### src/rtl/bcsf_pkg.sv
`default_nettype none
package bcsf_pkg;

  // Failed-read markers
  localparam logic [15:0] FAIL_WORD = 16'hFFFF;
  localparam logic [7:0]  FAIL_BYTE = 8'hFF;

  // Voltage breakpoints in mV
  localparam logic [15:0] V_FULL = 16'd4200;
  localparam logic [15:0] V_BP3  = 16'd4000;
  localparam logic [15:0] V_BP2  = 16'd3800;
  localparam logic [15:0] V_BP1  = 16'd3600;
  localparam logic [15:0] V_EMPTY = 16'd3300;

  // Charge limits in percent
  localparam logic [7:0] PCT_FULL    = 8'd100;
  localparam logic [7:0] PCT_TRUST   = 8'd98;
  localparam logic [7:0] PCT_CREEP   = 8'd99;

  // Configuration register indexes
  localparam int unsigned CFG_IDX_W = 3;
  localparam logic [CFG_IDX_W-1:0] CFG_HOLD_CACHE   = 3'd0;
  localparam logic [CFG_IDX_W-1:0] CFG_NOISE_BAND   = 3'd1;
  localparam logic [CFG_IDX_W-1:0] CFG_CHARGE_THR   = 3'd2;
  localparam logic [CFG_IDX_W-1:0] CFG_JUMP_LIMIT   = 3'd3;
  localparam int unsigned CFG_DATA_W = 10;

  typedef struct packed {
    logic       hold_cache;
    logic [9:0] noise_band_ma;
    logic [9:0] charge_threshold_ma;
    logic [6:0] jump_limit_pct;
  } cfg_t;

  typedef struct packed {
    logic [15:0] flags_raw;
    logic [7:0]  charge_raw;
    logic [15:0] cur_raw;
    logic [15:0] voltage_raw;
  } sample_t;

  typedef struct packed {
    logic               cache_valid;
    logic [15:0]        last_voltage;
    logic signed [15:0] last_current;
    logic [6:0]         last_percent;
    logic               last_charging;
  } state_t;

  // Piecewise-linear charge estimate from voltage, constant divisors by reciprocal
  function automatic logic [6:0] volt_est(logic [15:0] v);
    logic [15:0] d;
    logic [10:0] x;
    logic [7:0]  y;
    logic [16:0] p;
    logic [6:0]  r;
    d = '0;
    x = '0;
    y = '0;
    p = '0;
    if (v >= V_FULL) begin
      r = 7'd100;
    end else if (v >= V_BP3) begin
      d = v - V_BP3;
      r = 7'd75 + 7'(d[7:3]);
    end else if (v >= V_BP2) begin
      d = v - V_BP2;
      x = 11'(d[7:0]) * 11'd7;
      y = x[10:3];
      p = 17'(y) * 17'd205;
      r = 7'd40 + 7'(p[16:10]);
    end else if (v >= V_BP1) begin
      d = v - V_BP1;
      x = 11'(d[7:0]) * 11'd3;
      y = x[9:2];
      p = 17'(y) * 17'd205;
      r = 7'd10 + 7'(p[16:10]);
    end else if (v >= V_EMPTY) begin
      d = v - V_EMPTY;
      y = d[8:1];
      p = 17'(y) * 17'd274;
      r = 7'(p[16:12]);
    end else begin
      r = 7'd0;
    end
    return r;
  endfunction

endpackage
`default_nettype wire

### src/rtl/bcsf_cfg.sv
`default_nettype none
module bcsf_cfg (
  input  wire logic                           clk,
  input  wire logic                           rst,
  input  wire logic                           cfg_valid,
  input  wire logic [bcsf_pkg::CFG_IDX_W-1:0]  cfg_index,
  input  wire logic [bcsf_pkg::CFG_DATA_W-1:0] cfg_data,
  output bcsf_pkg::cfg_t                      cfg
);
  import bcsf_pkg::*;

  // Write one register per accepted word; unknown indexes are dropped
  always_ff @(posedge clk) begin
    if (rst) begin
      cfg.hold_cache          <= 1'b0;
      cfg.noise_band_ma       <= 10'd10;
      cfg.charge_threshold_ma <= 10'd10;
      cfg.jump_limit_pct      <= 7'd5;
    end else if (cfg_valid) begin
      case (cfg_index)
        CFG_HOLD_CACHE: cfg.hold_cache          <= cfg_data[0];
        CFG_NOISE_BAND: cfg.noise_band_ma       <= cfg_data[9:0];
        CFG_CHARGE_THR: cfg.charge_threshold_ma <= cfg_data[9:0];
        CFG_JUMP_LIMIT: cfg.jump_limit_pct      <= cfg_data[6:0];
        default: ;
      endcase
    end
  end

endmodule
`default_nettype wire

### src/rtl/bcsf_calc.sv
`default_nettype none
module bcsf_calc (
  input  wire bcsf_pkg::sample_t smp,
  input  wire bcsf_pkg::cfg_t    cfg,
  input  wire bcsf_pkg::state_t  st,
  output bcsf_pkg::state_t       st_next
);
  import bcsf_pkg::*;

  logic               v_ok, c_ok, q_ok, f_ok;
  logic [2:0]         good;
  logic signed [16:0] craw_x, thr_x, cur_x;
  logic signed [15:0] cur_sel, cur_fin;
  logic [16:0]        mag;
  logic               hint, chg;
  logic [15:0]        volt;
  logic [6:0]         vest;
  logic [7:0]         last8, lastp1, pct, tgt, diff;

  always_comb begin
    // Read-quality checks
    v_ok = smp.voltage_raw != FAIL_WORD;
    c_ok = smp.cur_raw     != FAIL_WORD;
    q_ok = smp.charge_raw  != FAIL_BYTE;
    f_ok = smp.flags_raw   != FAIL_WORD;
    good = 3'(v_ok) + 3'(c_ok) + 3'(q_ok) + 3'(f_ok);

    craw_x = $signed({smp.cur_raw[15], smp.cur_raw});
    thr_x  = $signed({7'd0, cfg.charge_threshold_ma});
    hint   = (f_ok && !smp.flags_raw[0]) || (c_ok && (craw_x > thr_x));

    // Substitute failed voltage and current, zero current inside noise band
    volt    = v_ok ? smp.voltage_raw : st.last_voltage;
    cur_sel = c_ok ? $signed(smp.cur_raw) : st.last_current;
    cur_x   = $signed({cur_sel[15], cur_sel});
    mag     = cur_x[16] ? 17'(-cur_x) : 17'(cur_x);
    cur_fin = (mag < {7'd0, cfg.noise_band_ma}) ? 16'sd0 : cur_sel;

    // Choose charge value
    vest   = volt_est(smp.voltage_raw);
    last8  = {1'b0, st.last_percent};
    lastp1 = last8 + 8'd1;
    tgt    = '0;
    if (smp.charge_raw <= PCT_FULL) begin
      pct = smp.charge_raw;
      if (smp.charge_raw == PCT_FULL) begin
        if (v_ok && ({1'b0, vest} < PCT_TRUST)) begin
          pct = {1'b0, vest};
        end else if (hint) begin
          tgt = v_ok ? {1'b0, vest} : PCT_FULL;
          if (st.cache_valid && (tgt < lastp1)) tgt = lastp1;
          if (tgt > PCT_CREEP) tgt = PCT_CREEP;
          pct = tgt;
        end
      end
    end else if (v_ok) begin
      pct = {1'b0, vest};
    end else begin
      pct = last8;
    end

    // Smooth small changes to one step per sample
    diff = (pct > last8) ? (pct - last8) : (last8 - pct);
    if (st.cache_valid && (diff != 8'd0) && (diff <= {1'b0, cfg.jump_limit_pct})) begin
      pct = (pct > last8) ? lastp1 : (last8 - 8'd1);
    end

    // Charging direction
    if (f_ok || c_ok) begin
      chg = (f_ok && !smp.flags_raw[0]) ||
            (c_ok && ($signed({cur_fin[15], cur_fin}) > thr_x));
    end else begin
      chg = st.last_charging;
    end

    // Keep cache on hold or too few good reads
    if (cfg.hold_cache || (good < 3'd2)) begin
      st_next = st;
    end else begin
      st_next.cache_valid   = 1'b1;
      st_next.last_voltage  = volt;
      st_next.last_current  = cur_fin;
      st_next.last_percent  = pct[6:0];
      st_next.last_charging = chg;
    end
  end

endmodule
`default_nettype wire

### src/rtl/battery_charge_state_filter_core.sv
// Channel  | Dir | Handshake                  | Payload
// s_axis   | in  | s_axis_tvalid/tready       | sample word, 56 bits
// m_axis   | out | m_axis_tvalid/tready       | report word, 48 bits
// cfg      | in  | cfg_valid/cfg_ready        | cfg_index, cfg_data
//
// One word per cycle while the output drains; input register, then result register.
// The cache update loop is a single pass through bcsf_calc between those registers.
// Synchronous active-high reset clears valid flags and cache state, presets config.
// A stalled result holds in the result register; a new word moves up behind it
// only while the result can drain, and s_axis_tready drops when both are full.
`default_nettype none
module battery_charge_state_filter_core (
  input  wire logic                           clk,
  input  wire logic                           rst,
  input  wire logic                           s_axis_tvalid,
  output      logic                           s_axis_tready,
  // [15:0] voltage_raw, [31:16] cur_raw, [39:32] charge_raw, [55:40] flags_raw
  input  wire logic [55:0]                    s_axis_tdata,
  output      logic                           m_axis_tvalid,
  input  wire logic                           m_axis_tready,
  // [0] report_ok, [16:1] rep_mv, [32:17] rep_ma, [39:33] percent,
  // [40] charging, [47:41] zero
  output      logic [47:0]                    m_axis_tdata,
  input  wire logic                           cfg_valid,
  output      logic                           cfg_ready,
  input  wire logic [bcsf_pkg::CFG_IDX_W-1:0]  cfg_index,
  input  wire logic [bcsf_pkg::CFG_DATA_W-1:0] cfg_data
);
  import bcsf_pkg::*;

  cfg_t    cfg;
  sample_t smp;
  logic    smp_vld;
  state_t  st, st_next;
  logic    fire;

  assign cfg_ready = 1'b1;

  bcsf_cfg u_cfg (
    .clk       (clk),
    .rst       (rst),
    .cfg_valid (cfg_valid),
    .cfg_index (cfg_index),
    .cfg_data  (cfg_data),
    .cfg       (cfg)
  );

  bcsf_calc u_calc (
    .smp     (smp),
    .cfg     (cfg),
    .st      (st),
    .st_next (st_next)
  );

  // Advance when the result register is empty or draining
  assign fire          = smp_vld && (!m_axis_tvalid || m_axis_tready);
  assign s_axis_tready = !smp_vld || fire;

  // Input register
  always_ff @(posedge clk) begin
    if (rst) begin
      smp_vld <= 1'b0;
    end else if (s_axis_tready) begin
      smp_vld <= s_axis_tvalid;
    end
  end

  always_ff @(posedge clk) begin
    if (s_axis_tready && s_axis_tvalid) begin
      smp <= s_axis_tdata;
    end
  end

  // Cache state
  always_ff @(posedge clk) begin
    if (rst) begin
      st <= '0;
    end else if (fire) begin
      st <= st_next;
    end
  end

  // Result register
  always_ff @(posedge clk) begin
    if (rst) begin
      m_axis_tvalid <= 1'b0;
    end else if (fire) begin
      m_axis_tvalid <= 1'b1;
    end else if (m_axis_tready) begin
      m_axis_tvalid <= 1'b0;
    end
  end

  always_ff @(posedge clk) begin
    if (fire) begin
      if (st_next.cache_valid) begin
        m_axis_tdata <= {7'd0, st_next.last_charging, st_next.last_percent,
                         st_next.last_current, st_next.last_voltage, 1'b1};
      end else begin
        m_axis_tdata <= '0;
      end
    end
  end

endmodule
`default_nettype wire

### config.mk
export PLATFORM = sky130hd
export DESIGN_NAME = battery_charge_state_filter_core
export DESIGN_NICKNAME = d
export VERILOG_FILES = /design/src/rtl/bcsf_pkg.sv /design/src/rtl/bcsf_cfg.sv /design/src/rtl/bcsf_calc.sv /design/src/rtl/battery_charge_state_filter_core.sv
export SDC_FILE = /design/constraint.sdc
export NUM_CORES = 1
export LEC_CHECK = 0
export BUFFER_PORTS_ARGS = -buffer_cell sky130_fd_sc_hd__buf_4
export CAP_MARGIN = 20
export CORE_ASPECT_RATIO = 2
export CORE_UTILIZATION = 55
export DETAILED_ROUTE_END_ITERATION = 12
export PLACE_DENSITY = 0.77
export SYNTH_ARGS = -nofsm -noshare
export SYNTH_HDL_FRONTEND = slang
export SYNTH_SLANG_ARGS = --single-unit
### constraint.sdc
create_clock -name clk -period 21.6 [get_ports clk]
set_input_delay 3.24 -clock clk [delete_from_list [all_inputs] [get_ports clk]]
set_output_delay 3.24 -clock clk [all_outputs]
set_load 0.05 [all_outputs]
==> metrics.cfg <==
[global_route]
antenna_found_initial = 0
gr-usage-all-layers_pct = 33.9
gr-total-overflow = 0
grt_pass1_wl_microns = 67000
grt_max_degree = 62
grt_pass1_vias = 12800

[routing]
dr_wl_met2_microns = 22900
num_vias = 12500
vias_per_cell = 6.09
ant_nets = 0
drtPass1Iterations = 7
drt_wl_total_microns = 43000
wl_per_cell_microns = 20.9
drc_errors = 0
drtIter0Drc = 729
wl_met3_microns = 2190
m1WireLength_microns = 13600
top_layer = met4

[finish]
syn_to_final_growth_pct = 12.6
final_util_pct = 63.2
layout-drive-gt1-share_pct = 11.0
fin_nets = 2018
diodes = 0

[synth]
synth_compound_area_share_pct = 17.7
synth.mux.area_fraction_pct = 1.38
syn-cell-area_sq_mm = 0.0141
synthAdderAreaFrac_pct = 22.3
async_flop_share_pct = 0
yosysTopAreaCell = edfxtp_1
yosysUniqueCellTypes = 82
synth-xor-area-share_pct = 4.45
yosysMostFrequentCell = nand2_1
ys_ff_latch = 168
synth_top_area_share_pct = 20.7
ys.flop_type = edfxtp_1
netlist_instances = 1613
synth_top_family_by_area = adder cells
syn_area_per_cell_sq_um = 8.74
yosys_warnings = 0
ys_seq_area_share_pct = 30.7
ys_top_cells_by_area = edfxtp_1 21%, ha_1 18%, dfxtp_1 10%
synthTopCellsByCount = 217 x nand2_1, 205 x ha_1, 158 x inv_1
synth-edff-count = 97
yosys.area_share.simple_pct = 17.3

[power_and_ir_drop]
power_density_mw_per_mm2 = 173
p_leak_nw = 6.99
ir_drop_v = 0.000143

[floorplanning]
die_x_microns = 115
core-area_sq_mm = 0.0251
fp.dieH_microns = 228
die_area_sq_mm = 0.0263
initial_core_util_pct = 56.1
fp-row-count = 82
ios = 125

[place]
numPortBuffers = 116
place_ws_ps = 7010
gp_routability_congestion = 1.01
dp_hpwl_microns = 33900

[setup_path]
critical-path-top-delay-family = compound AO/OA/AOI/OAI gates
slowest_stage = o21ai_0
worstSetupPathType = flip-flop to flip-flop
slowest_delay_ps = 730
worstPathMaxFanout = 19
worstReg2RegStart = smp[3]
end_kind = flip-flop
cp-start-kind = flip-flop
rr_worst_depth = 57
critical_path_arrival_ps = 15050
crit_required_ps = 21780
cp_common_cell = ha_1
worstPathBufferInverterCount = 5
r2r-end = m_axis_tdata[37]
rrSetupSlack_ps = 6730

[sta]
finalMaxSlewViolations = 0
period_minus_slack_ps = 14870
slew-limit-headroom_pct = 32.0
tns_ps = 0
hold_viol = 0
setup_viol = 0
fin_crit_sh_pct = 68.8
fin_ws_ps = 6730
worst-slew-pin-transition_ps = 1010
fin_skew_ps = 22.7
rsz0062_at_grt = no
timing.fmax_mhz = 67.3

[job]
cap_violations = 0

[cts]
post_cts.repair.setup_buffers = 0
cts_hold_buf = 0
cts.sinks = 168
cts_resized = 0
cts-root-buf = clkbuf_16
clock_latency_ps = 460
cts_buffers = 17
cts_max_level = 4
cts_buffer_depth = 2
clk_pin_slew_ps = 80
tritoncts = done

[run_status]
status = finished clean

[worst_hold_path]
hp-start = u_cfg.cfg[17]
hold_class = flip-flop to flip-flop
hold-path-endpoint = u_cfg.cfg[17]
whs_path_depth = 2

==> layer usage <==
layer | global-route usage (%) | vias to the layer above
li1 | - | 5944
met1 | 30.1 | 5919
met2 | 61.7 | 476
met3 | 7.27 | 210
met4 | 30.9 | 0
met5 | 0 | -
==> layout make-up <==
cell class / count / area [sq um]
clock buffers: 17 / 425
inverters: 158 / 593
repair buffers: 131 / 983
fillers: 2179 / 9260
flip-flops and latches: 168 / 4330
well taps: 336 / 420
clock inverters: 15 / 183
multi-input cells: 1234 / 8940
==> state kept, by name, summed over array words and instances, names as in the netlist <==
signal and flops:
smp 56, m_axis_tdata 41, st 41, u_cfg.cfg 28
m_axis_tvalid 1, smp_vld 1
==> cells by family (layout without fill, tap and decap cells) <==
kind of cell | Yosys count | count (layout)
other | 2 | 8
xor gates and xnor gates | 70 | 70
DFF | 168 | 168
muxes | 19 | 19
and+or+nand+nor | 508 | 508
AOI/OAI and AO/OA | 395 | 395
adders and majority gates | 234 | 234
buffers and inverters | 217 | 321
==> metrics by stage <==
stage / total power, W / hold WS (ps) / instance area (sq um) / std cells
4_1_cts: 0.00271 / 455 / 15900 / 2057
2_1_floorplan: 0.00192 / 434 / 14100 / 1619
3_5_place_dp: 0.00239 / 445 / 15300 / 2025
6_report: 0.00274 / 452 / 15900 / 2059
5_1_grt: 0.00301 / 477 / 15900 / 2059
3_3_place_gp: 0.00231 / 442 / 15300 / 2025
==> worst max-delay path by stage <==
| stage | start | end | slack, ps | depth (start not counted) |
|---|---|---|---|---|
| 5_1_grt | smp[2] | m_axis_tdata[36] | 5610 | 58 |
| 3_3_place_gp | smp[3] | m_axis_tdata[37] | 7340 | 57 |
| 2_1_floorplan | smp[3] | m_axis_tdata[34] | 8620 | 62 |
| 4_1_cts | smp[2] | m_axis_tdata[37] | 6890 | 57 |
| 6_report | smp[3] | m_axis_tdata[37] | 6730 | 57 |
| 3_5_place_dp | smp[3] | m_axis_tdata[37] | 7010 | 57 |
==> power breakdown <==
part	switching, W	internal [W]	total (W)
logic	0.00120	0.000840	0.00204
clock network	0.000143	0.000175	0.000319
registers	0.0000187	0.000360	0.000378
==> layout by cell type, fill, tap and decap left out, types with 15 or more instances in the layout <==
master and count:
o211ai_1 15, xnor2_1 41, nand4_1 23, mux2i_1 17
buf_4 131, nor3_1 22, ha_1 205, nand2_1 217
nand3_1 53, clkbuf_16 17, dfxtp_1 71, fa_1 29
nor2_1 79, xor2_1 28, o21ai_0 67, a21o_1 25
a21oi_1 148, edfxtp_1 97, inv_1 157
==> worst min-delay path: cells and delay by family, from the launching register on <==
kind	cells	cell delay, ps
compound gates	1	50
simple gates	1	50
flops	1	310
Note: power is estimated with default switching activity, not from simulation.
